File: src/hw/rtl/rscs_pkg.sv
// ----------------------------------------------------------------------------
// rscs_pkg
// Shared widths, limits, register indexes and result types of the
// range scan cluster segmenter.
// ----------------------------------------------------------------------------
package rscs_pkg;

	localparam int RANGE_W        = 16;
	localparam int IDX_W          = 11;
	localparam int CNT_W          = 12;
	localparam int CFG_IDX_W      = 2;
	localparam int CFG_DATA_W     = 16;
	localparam int MAX_POINTS     = 2048;
	localparam int WARMUP_SAMPLES = 2;

	localparam logic [CNT_W-1:0] CNT_LIMIT =
		CNT_W'((MAX_POINTS < 4095) ? MAX_POINTS : 4095);

	localparam logic [CFG_IDX_W-1:0] REG_FILTER_ENABLE = 2'd0;
	localparam logic [CFG_IDX_W-1:0] REG_GAP_MM        = 2'd1;
	localparam logic [CFG_IDX_W-1:0] REG_MIN_POINTS    = 2'd2;
	localparam logic [CFG_IDX_W-1:0] REG_MAX_RANGE_MM  = 2'd3;

	localparam logic                 RST_FILTER_ENABLE = 1'b1;
	localparam logic [RANGE_W-1:0]   RST_GAP_MM        = 16'd50;
	localparam logic [CNT_W-1:0]     RST_MIN_POINTS    = 12'd3;
	localparam logic [RANGE_W-1:0]   RST_MAX_RANGE_MM  = 16'd4000;

	localparam int Q_DEPTH = 4;
	localparam int Q_PTR_W = $clog2(Q_DEPTH);
	localparam int Q_CNT_W = $clog2(Q_DEPTH + 1);

	typedef struct packed {
		logic [IDX_W-1:0] seg_low_index;
		logic [IDX_W-1:0] seg_high_index;
		logic [CNT_W-1:0] point_count;
		logic [CNT_W-1:0] cluster_number;
		logic             last_of_run;
	} seg_result_t;

	typedef struct packed {
		logic a_valid;
		logic b_valid;
	} push_ctl_t;

endpackage

File: src/hw/rtl/rscs_result_queue.sv
// ----------------------------------------------------------------------------
// rscs_result_queue
// Small result queue: takes up to two beats per cycle, hands out one.
// ----------------------------------------------------------------------------
module rscs_result_queue
	import rscs_pkg::*;
(
	input  logic                 clk,
	input  logic                 arst_n,
	input  push_ctl_t            push,
	input  seg_result_t          push_a,
	input  seg_result_t          push_b,
	input  logic                 pop,
	output seg_result_t          head,
	output logic [Q_CNT_W-1:0]   count
);

	seg_result_t          mem_q [Q_DEPTH];
	logic [Q_PTR_W-1:0]   rd_ptr_q;
	logic [Q_PTR_W-1:0]   wr_ptr_q;
	logic [Q_CNT_W-1:0]   count_q;
	logic [Q_CNT_W-1:0]   n_push;
	logic [Q_PTR_W-1:0]   wr_ptr_b;

	assign n_push   = Q_CNT_W'(push.a_valid) + Q_CNT_W'(push.b_valid);
	assign wr_ptr_b = wr_ptr_q + Q_PTR_W'(1);
	assign head     = mem_q[rd_ptr_q];
	assign count    = count_q;

	always_ff @(posedge clk) begin
		if (push.a_valid) begin
			mem_q[wr_ptr_q] <= push_a;
		end
		if (push.b_valid) begin
			mem_q[wr_ptr_b] <= push_b;
		end
	end

	always_ff @(posedge clk or negedge arst_n) begin
		if (!arst_n) begin
			rd_ptr_q <= '0;
			wr_ptr_q <= '0;
			count_q  <= '0;
		end else begin
			wr_ptr_q <= wr_ptr_q + Q_PTR_W'(n_push);
			if (pop) begin
				rd_ptr_q <= rd_ptr_q + Q_PTR_W'(1);
			end
			count_q <= count_q + n_push - Q_CNT_W'(pop);
		end
	end

	a_count_bound: assert property (@(posedge clk) disable iff (!arst_n)
		count_q <= Q_CNT_W'(Q_DEPTH))
		else $error("result queue overflow");

	a_push_order: assert property (@(posedge clk) disable iff (!arst_n)
		push.b_valid |-> push.a_valid)
		else $error("second beat pushed without first");

	a_pop_only: assert property (@(posedge clk) disable iff (!arst_n)
		(pop && !push.a_valid) |=> count_q == $past(count_q) - Q_CNT_W'(1))
		else $error("pop did not drain one beat");

endmodule

File: src/hw/rtl/range_scan_cluster_segmenter.sv
// ----------------------------------------------------------------------------
// range_scan_cluster_segmenter
// Laser scan range-jump segmentation: filters, clusters and reports segments.
// ----------------------------------------------------------------------------
// Result beats are written to the result queue and offered from its head.
// Throughput: one sample per cycle; a sample may push two result beats, and
// the four-entry result queue stalls input when fewer than two slots are free.
// Reset: asynchronous, clears running state and loads register defaults.
// ----------------------------------------------------------------------------
module range_scan_cluster_segmenter
	import rscs_pkg::*;
(
	input  logic                    clk,
	input  logic                    arst_n,
	input  logic                    cfg_we,
	input  logic [CFG_IDX_W-1:0]    cfg_index,
	input  logic [CFG_DATA_W-1:0]   cfg_data,
	input  logic                    in_valid,
	output logic                    in_stall,
	input  logic [RANGE_W-1:0]      range_mm,
	input  logic [IDX_W-1:0]        sample_index,
	input  logic                    start_of_scan,
	input  logic                    end_of_scan,
	output logic                    out_valid,
	input  logic                    out_stall,
	output logic [IDX_W-1:0]        seg_low_index,
	output logic [IDX_W-1:0]        seg_high_index,
	output logic [CNT_W-1:0]        point_count,
	output logic [CNT_W-1:0]        cluster_number,
	output logic                    last_of_run
);

	logic                 filter_enable_q;
	logic [RANGE_W-1:0]   gap_mm_q;
	logic [CNT_W-1:0]     min_points_q;
	logic [RANGE_W-1:0]   max_range_mm_q;

	logic [RANGE_W-1:0]   prev_raw_q;
	logic [RANGE_W-1:0]   prev_filt_q;
	logic                 cluster_open_q;
	logic [IDX_W-1:0]     cluster_top_q;
	logic [CNT_W-1:0]     run_count_q;
	logic [CNT_W-1:0]     valid_total_q;
	logic [1:0]           scan_pos_q;

	logic                 accept;
	logic [RANGE_W-1:0]   pr;
	logic [RANGE_W-1:0]   pf;
	logic                 open0;
	logic [IDX_W-1:0]     top0;
	logic [CNT_W-1:0]     cnt0;
	logic [CNT_W-1:0]     vt0;
	logic [1:0]           pos0;
	logic [RANGE_W:0]     sum;
	logic [RANGE_W-1:0]   filt;
	logic [RANGE_W-1:0]   diff;
	logic                 beyond;
	logic                 join_c;
	logic                 emit1;
	logic [CNT_W-1:0]     vt1;
	logic                 open2;
	logic [IDX_W-1:0]     top2;
	logic [CNT_W-1:0]     cnt2;
	logic                 emit2;
	logic [CNT_W-1:0]     vt2;
	seg_result_t          res1;
	seg_result_t          res2;
	seg_result_t          push_a;
	seg_result_t          push_b;
	push_ctl_t            push;
	seg_result_t          head;
	logic [Q_CNT_W-1:0]   q_count;
	logic                 pop;

	assign in_stall = q_count > Q_CNT_W'(Q_DEPTH - 2);
	assign accept   = in_valid && !in_stall;
	assign out_valid = q_count != '0;
	assign pop      = out_valid && !out_stall;

	always_comb begin
		pr    = start_of_scan ? '0 : prev_raw_q;
		pf    = start_of_scan ? '0 : prev_filt_q;
		open0 = start_of_scan ? 1'b0 : cluster_open_q;
		top0  = start_of_scan ? '0 : cluster_top_q;
		cnt0  = start_of_scan ? '0 : run_count_q;
		vt0   = start_of_scan ? '0 : valid_total_q;
		pos0  = start_of_scan ? '0 : scan_pos_q;

		sum  = {1'b0, range_mm} + {1'b0, pr};
		filt = (filter_enable_q && (pos0 >= 2'(WARMUP_SAMPLES))) ? sum[RANGE_W:1] : range_mm;
		diff = (filt >= pf) ? (filt - pf) : (pf - filt);
		beyond = filt > max_range_mm_q;
		join_c = !beyond && open0 && (diff < gap_mm_q);

		emit1 = !join_c && open0 && (cnt0 >= min_points_q) && (cnt0 != '0);
		vt1   = (emit1 && (vt0 < CNT_LIMIT)) ? vt0 + CNT_W'(1) : vt0;
		res1.seg_low_index  = top0 - IDX_W'(cnt0 - CNT_W'(1));
		res1.seg_high_index = top0;
		res1.point_count    = cnt0;
		res1.cluster_number = vt1;
		res1.last_of_run    = 1'b0;

		if (beyond) begin
			open2 = 1'b0;
			top2  = top0;
			cnt2  = '0;
		end else if (join_c) begin
			open2 = 1'b1;
			top2  = top0;
			cnt2  = (cnt0 < CNT_LIMIT) ? cnt0 + CNT_W'(1) : cnt0;
		end else begin
			open2 = 1'b1;
			top2  = sample_index;
			cnt2  = CNT_W'(1);
		end

		emit2 = end_of_scan && open2 && (cnt2 >= min_points_q) && (cnt2 != '0);
		vt2   = (emit2 && (vt1 < CNT_LIMIT)) ? vt1 + CNT_W'(1) : vt1;
		res2.seg_low_index  = top2 - IDX_W'(cnt2 - CNT_W'(1));
		res2.seg_high_index = top2;
		res2.point_count    = cnt2;
		res2.cluster_number = vt2;
		res2.last_of_run    = 1'b1;

		push_a = emit1 ? res1 : res2;
		push_a.last_of_run = !(emit1 && emit2);
		push_b = res2;
		push.a_valid = accept && (emit1 || emit2);
		push.b_valid = accept && emit1 && emit2;
	end

	always_ff @(posedge clk or negedge arst_n) begin
		if (!arst_n) begin
			filter_enable_q <= RST_FILTER_ENABLE;
			gap_mm_q        <= RST_GAP_MM;
			min_points_q    <= RST_MIN_POINTS;
			max_range_mm_q  <= RST_MAX_RANGE_MM;
		end else if (cfg_we) begin
			unique case (cfg_index)
				REG_FILTER_ENABLE: filter_enable_q <= cfg_data[0];
				REG_GAP_MM:        gap_mm_q        <= cfg_data;
				REG_MIN_POINTS:    min_points_q    <= cfg_data[CNT_W-1:0];
				REG_MAX_RANGE_MM:  max_range_mm_q  <= cfg_data;
			endcase
		end
	end

	always_ff @(posedge clk or negedge arst_n) begin
		if (!arst_n) begin
			prev_raw_q     <= '0;
			prev_filt_q    <= '0;
			cluster_open_q <= 1'b0;
			cluster_top_q  <= '0;
			run_count_q    <= '0;
			valid_total_q  <= '0;
			scan_pos_q     <= '0;
		end else if (accept) begin
			prev_raw_q     <= range_mm;
			prev_filt_q    <= filt;
			cluster_open_q <= open2 && !end_of_scan;
			cluster_top_q  <= top2;
			run_count_q    <= end_of_scan ? '0 : cnt2;
			valid_total_q  <= vt2;
			scan_pos_q     <= (pos0 < 2'd2) ? pos0 + 2'd1 : pos0;
		end
	end

	rscs_result_queue u_queue (
		.clk    (clk),
		.arst_n (arst_n),
		.push   (push),
		.push_a (push_a),
		.push_b (push_b),
		.pop    (pop),
		.head   (head),
		.count  (q_count)
	);

	assign seg_low_index  = head.seg_low_index;
	assign seg_high_index = head.seg_high_index;
	assign point_count    = head.point_count;
	assign cluster_number = head.cluster_number;
	assign last_of_run    = head.last_of_run;

	a_open_count: assert property (@(posedge clk) disable iff (!arst_n)
		cluster_open_q == (run_count_q != '0))
		else $error("open flag and run count disagree");

	a_scan_pos: assert property (@(posedge clk) disable iff (!arst_n)
		scan_pos_q != 2'd3)
		else $error("scan position past saturation");

	a_nonempty: assert property (@(posedge clk) disable iff (!arst_n)
		out_valid |-> point_count != '0)
		else $error("empty cluster reported");

endmodule

File: config.mk
export PLATFORM = sky130hd
export DESIGN_NAME = range_scan_cluster_segmenter
export DESIGN_NICKNAME = d
export VERILOG_FILES = /design/src/hw/rtl/rscs_pkg.sv /design/src/hw/rtl/rscs_result_queue.sv /design/src/hw/rtl/range_scan_cluster_segmenter.sv
export SDC_FILE = /design/constraint.sdc
export NUM_CORES = 1
export LEC_CHECK = 0
export ABC_AREA = 1
export CORE_MARGIN = 2
export CORE_UTILIZATION = 40
export CTS_CLUSTER_DIAMETER = 200
export CTS_CLUSTER_SIZE = 24
export DETAILED_ROUTE_END_ITERATION = 10
export DONT_BUFFER_PORTS = 1
export SETUP_SLACK_MARGIN = 0.4
export SLEW_MARGIN = 10
export SYNTH_ARGS = -nofsm -noshare
export SYNTH_HDL_FRONTEND = slang
export SYNTH_SLANG_ARGS = --single-unit
File: constraint.sdc
create_clock -name clk -period 15.9 [get_ports clk]
set_clock_uncertainty 0.05 [all_clocks]
set_input_delay 1.59 -clock clk [delete_from_list [all_inputs] [get_ports clk]]
set_output_delay 1.59 -clock clk [all_outputs]
set_load 0.03 [all_outputs]
; After elaboration in Yosys (flattened, before gate mapping)
; Memory sizes are Yosys's and may differ from the RTL's.
; Cells that the tools add are included.
[op_classes]
add_sub_neg = 17
n_lt_le_gt_ge = 11
eq_ne = 3
n_mux = 24
reduce_logical = 33
[op_table]
columns = cell, count
row1 = $mux 12, 8
row2 = $mux 16, 4
row3 = $mux 47, 1
row4 = $add 12x1->12 const B, 3
row5 = $lt 12x12->1 const B, 3
row6 = $mux 11, 3
row7 = $sub 16x16->16, 2
row8 = $ge 12x12->1, 2
row9 = $reduce_bool 12->1, 2
row10 = $sub 11x1->11 const B, 2
row11 = $sub 11x11->11, 2
row12 = $logic_and 1x1->1, 18
row13 = $add 16x16->17, 1
row14 = $ge 16x16->1, 1
row15 = $gt 16x16->1, 1
row16 = $lt 16x16->1, 1
row17 = $reduce_and 2->1, 4
row18 = $add 2x1->2 const B, 3
row19 = $logic_not 1->1, 6
row20 = $mux 1, 6
row21 = $eq 2x2->1 const B, 2
row22 = $mux 2, 2
row23 = $add 3x3->3, 1
row24 = $gt 3x2->1 const B, 1
row25 = other kinds (9), 9
[totals]
ff_bits = 122
ram_bits = 188
inputBits = 52
output_inout_bits = 49
elab_cells = 103
mem_count = 1
[memory_table]
columns = memory, words, width, read_ports, rd_ports_with_merged_regs, wr, line
row1 = u_queue.mem_q, 4, 47, 1, 0, 2, rscs_result_queue.sv:18  ; seg_result_t mem_q [Q_DEPTH];

; Logic depth before layout (Yosys ltp)
[depth]
ltp_word = 18
ltp_mapped = 70
depth_no_buf = 64

; Modules after synthesis
; Synthesis repeated with hierarchy kept, for this count alone.
[unflattened]
hier_cells = 3112
hier_area_um2 = 22651.7
[by_module_without_submodules]
columns = mod, instances, cells_each, area_per_inst_um2
row1 = range_scan_cluster_segmenter, 1, 1689, 11462.2
row2 = rscs_result_queue, 1, 1423, 11189.5

; Least setup slack after synthesis
; No wires, ideal clock.
[synth_timing]
path_kind = input port to flip-flop
startpoint = input start_of_scan
endpoint = memory u_queue.mem_q[0][10] (netlist bit), enable pin
setup_ns = 0.406
arrival_ns = 10.880
path_slack_ns = 4.564
stages = 64
n_path_buf = 7
cell_sequence = buf_6 buf_2 clkbuf_1 clkbuf_1 clkbuf_1 buf_1 nor2_1 fa_1 nand3_1 nand2_1 a21oi_1 o21bai_1 nand2_1 nand2_1 a21oi_1 o21ai_0 a21oi_1 o21bai_1 (+28 left out) nand3_1 inv_1 ha_1 a21boi_0 o21a_1 o21a_1 nor2_1 o221ai_1 a31oi_1 o21ai_0 nand2_1 nor2_1 nand2_2 nand2_1 nand2_1 inv_2 nand2_4 nand2_1
[synth_lines]
columns = element, line
row1 = from (decl), range_scan_cluster_segmenter.sv:22  ; input logic start_of_scan,
row2 = to (decl), rscs_result_queue.sv:18

==> impl_metrics.tcl <==
set metrics [dict create \
    status "complete, no violations" \
    drc_errors 0 \
    synth_flop_cell "edfxtp_1" \
    route.top_layer_used "met4" \
    cts_resized 0 \
    p_seq_share_pct 30.8 \
    dr.pass1.iters 6 \
    slowest_stage "nor2_2" \
    yosysSeqAreaShare_pct 42.5 \
    fillers 5130 \
    drt_iter0_markers 1402 \
    viasPerCell 5.41 \
    cts_setup_buffers 0 \
    synth-seq-cells 310 \
    area_delta_synth_final_pct 4.71 \
    synth_nets 2720 \
    worstMarginPinSlew_ns 1.06 \
    synth_top_family_by_area "simple AND/OR/NAND/NOR gates" \
    initial_core_util_pct 40.6 \
    relSlewSlack_pct 29.3 \
    grt-ovfl-total 0 \
    synth_fa_ha_area_share_pct 9.54 \
    avgSynthCellArea_um2 8.11 \
    combinationalPowerShare_pct 54.3 \
    synthCells 2516 \
    synth_warnings 0 \
    rsz0062_at_grt "false" \
    ant_nets 0 \
    critPathRequiredTime_ns 16.02 \
    timing.setup.tns_ns 0 \
    stdcell_count 3125 \
    cp_max_fo 54 \
    mostFrequentLayoutCells "nand2_1 (498), o21ai_0 (333), inv_1 (319)" \
    diodes 0 \
    slew_viol_final 0 \
    root_buffer "clkbuf_16" \
    p_sw_share_pct 48.5 \
    synth_area_leaders "edfxtp_1 (27%), dfrtp_1 (13%), nand2_1 (9.2%), ha_1 (9.0%), o21ai_0 (8.2%)" \
    routed_wl_mm 59.5 \
    p_sw_uw 1560 \
    finalSetupViolations 0 \
    final_layout_size_suffix_gt1_share_pct 6.16 \
    vias 16900 \
    drv_cap 0 \
    netlist.top_cell.by_area "edfxtp_1" \
    period_share_pct 71.5 \
    grt_util_all_layers_pct 22.4 \
    synth_top_area_share_pct 27.1 \
    grt_pass1_wl_mm 94.2 \
    setup.worst_path.class "input pin to flop" \
    grt_start_max_net_pins 123 \
    worstSkewPairLatency_ns 0.55 \
    die_area_um2 52800 \
    place_ws_ns 4.18 \
    portBuffers 0 \
    cts_buffers 16 \
    core_area_um2 50300 \
    routed-wl-met3_mm 3.58 \
    num_rows 82 \
    cpPeakStageDelay_ns 0.73 \
    netlist_area_um2 20400 \
    cpLargestDelayFamily "simple AND/OR/NAND/NOR gates" \
    hold_violations 0 \
    p_leak_uw 0.00968 \
    cts_hold_buf 0 \
    synth_edf_count 184 \
    yosys.cell_types.count 61 \
    cts_tree "built" \
    wl_met2_mm 29.0 \
    p_per_area_nw_per_um2 151 \
    clockBufferDepth 3 \
    path_clk_slew_ns 0.10 \
    synth.area.mux_share_pct 0.245 \
    yosys.area_share.simple_pct 20.0 \
    async_flop_share_pct 39.4 \
    wl_met1_mm 25.4 \
    cts.sinks 310 \
    layout_commonest_cell "nand2_1" \
    p_clk_share_pct 14.8 \
    chipWidth_um 230 \
    cp_common_cell "nand2_1" \
    grt_pass1_vias 16600 \
    synth_compound_area_share_pct 16.2 \
    gp_congestion 0.928 \
    dpl.hpwl_mm 43.2 \
    wl_per_cell_um 19.1 \
    antenna_found_initial 0 \
    ios 101 \
    ir_drop_v 0.0000714 \
    critPathArrivalTime_ns 11.49 \
    finalCriticalPeriod_ns 11.37 \
    endpoint_kind "flop" \
    startpoint_type "input pin" \
    p_int_uw 1660 \
    layout.nets 2647 \
    min_path_type "flop to flop" \
    fin_ws_ns 4.53 \
    fmax_mhz 88.0 \
    cp_num_buf_inv 7 \
    htree_num_levels 1 \
    die_h_um 230 \
    dp_cells 3097 \
    synthXorXnorAreaFrac_pct 2.86 \
]
[final cells by class]
| type | count | area (um2) | share of cell area (%) |
|---|---|---|---|
| Inverter | 341 | 1280 | 6.01 |
| Clock buffer | 28 | 477 | 2.23 |
| Sequential cell | 310 | 8670 | 40.6 |
| Timing Repair Buffer | 13 | 97.6 | 0.457 |
| Tap cell | 672 | 841 | 3.94 |
| Multi-Input combinational cell | 1761 | 9990 | 46.8 |
[logic make-up after synthesis]
kind of cell             count (synthesis)
AO/OA/AOI/OAI                          598
XOR/XNOR                                64
adder cells (fa/ha/maj)                152
buffers and inverters                  445
flip-flops                             310
multiplexers                             5
AND/OR/NAND/NOR                        942
[final timing paths]
check | start | end | slack, ns | depth (start not counted)
min reg2reg | u_queue.mem_q[2][0] | u_queue.mem_q[2][0] | 0.42 | 2
max reg2reg | prev_raw_q[1] | u_queue.mem_q[2][37] | 5.34 | 55
min | u_queue.mem_q[2][0] | u_queue.mem_q[2][0] | 0.42 | 2
min in group asynchronous | arst_n | prev_raw_q[9] | 0.67 | 0
max in group asynchronous | arst_n | max_range_mm_q[8] | 14.88 | 0
max | start_of_scan | u_queue.mem_q[2][37] | 4.53 | 45
[worst reg2reg max path, delay by kind of cell (launching register included)]
family                   cells  cell delay (ns)
adder cells (fa/ha/maj)      4             1.34
AND/OR/NAND/NOR             24             3.45
flip-flops                   1             0.38
buffers and inverters        6             1.23
AO/OA/AOI/OAI               19             3.38
XOR/XNOR                     2             0.32
[power by group through the flow]
stage	Sequential, uW	Clock [uW]	Combinational (uW)
after floorplan	992	0	1350
after global placement	1010	0	1710
after detailed placement	1010	0	1740
after CTS	992	489	1750
after global routing	1000	514	1970
final	992	477	1750
[flip-flops by register name, summed over array words and instances (netlist names), 2 cells and up]
name / count
max_range_mm_q: 16
prev_raw_q: 16
min_points_q: 12
u_queue.count: 3
u_queue.wr_ptr_q: 2
gap_mm_q: 16
prev_filt_q: 16
scan_pos_q: 2
run_count_q: 12
u_queue.mem_q: 188
valid_total_q: 12
cluster_top_q: 11
u_queue.rd_ptr_q: 2
[synth_stat cells, types with 18 or more instances]
| cell | number |
|---|---|
| nand3_1 | 87 |
| nand2_2 | 23 |
| xnor2_1 | 18 |
| o22ai_1 | 93 |
| dfrtp_1 | 110 |
| nor2_1 | 243 |
| xor2_1 | 43 |
| o21ai_1 | 32 |
| buf_2 | 25 |
| a21oi_1 | 80 |
| clkbuf_1 | 70 |
| o21ai_0 | 333 |
| edfxtp_1 | 184 |
| inv_1 | 322 |
| ha_1 | 146 |
| nand2_1 | 501 |
[per-layer routing]
layer	track usage, %	vias up
li1	-	8239
met1	28.9	8011
met2	39.3	569
met3	3.05	90
met4	6.17	0
met5	0	-
[through the flow]
| step | area, um2 | util [%] | total power, uW | hold WS [ns] |
|---|---|---|---|---|
| final | 21400 | 42.5 | 3220 | 0.423 |
| after global routing | 21400 | 42.5 | 3480 | 0.437 |
| after CTS | 21400 | 42.5 | 3230 | 0.426 |
| after detailed placement | 20900 | 41.6 | 2750 | 0.403 |
| after global placement | 20900 | 41.6 | 2710 | 0.403 |
| after floorplan | 20400 | - | 2340 | 0.385 |
(Power assumes the default switching activity.)
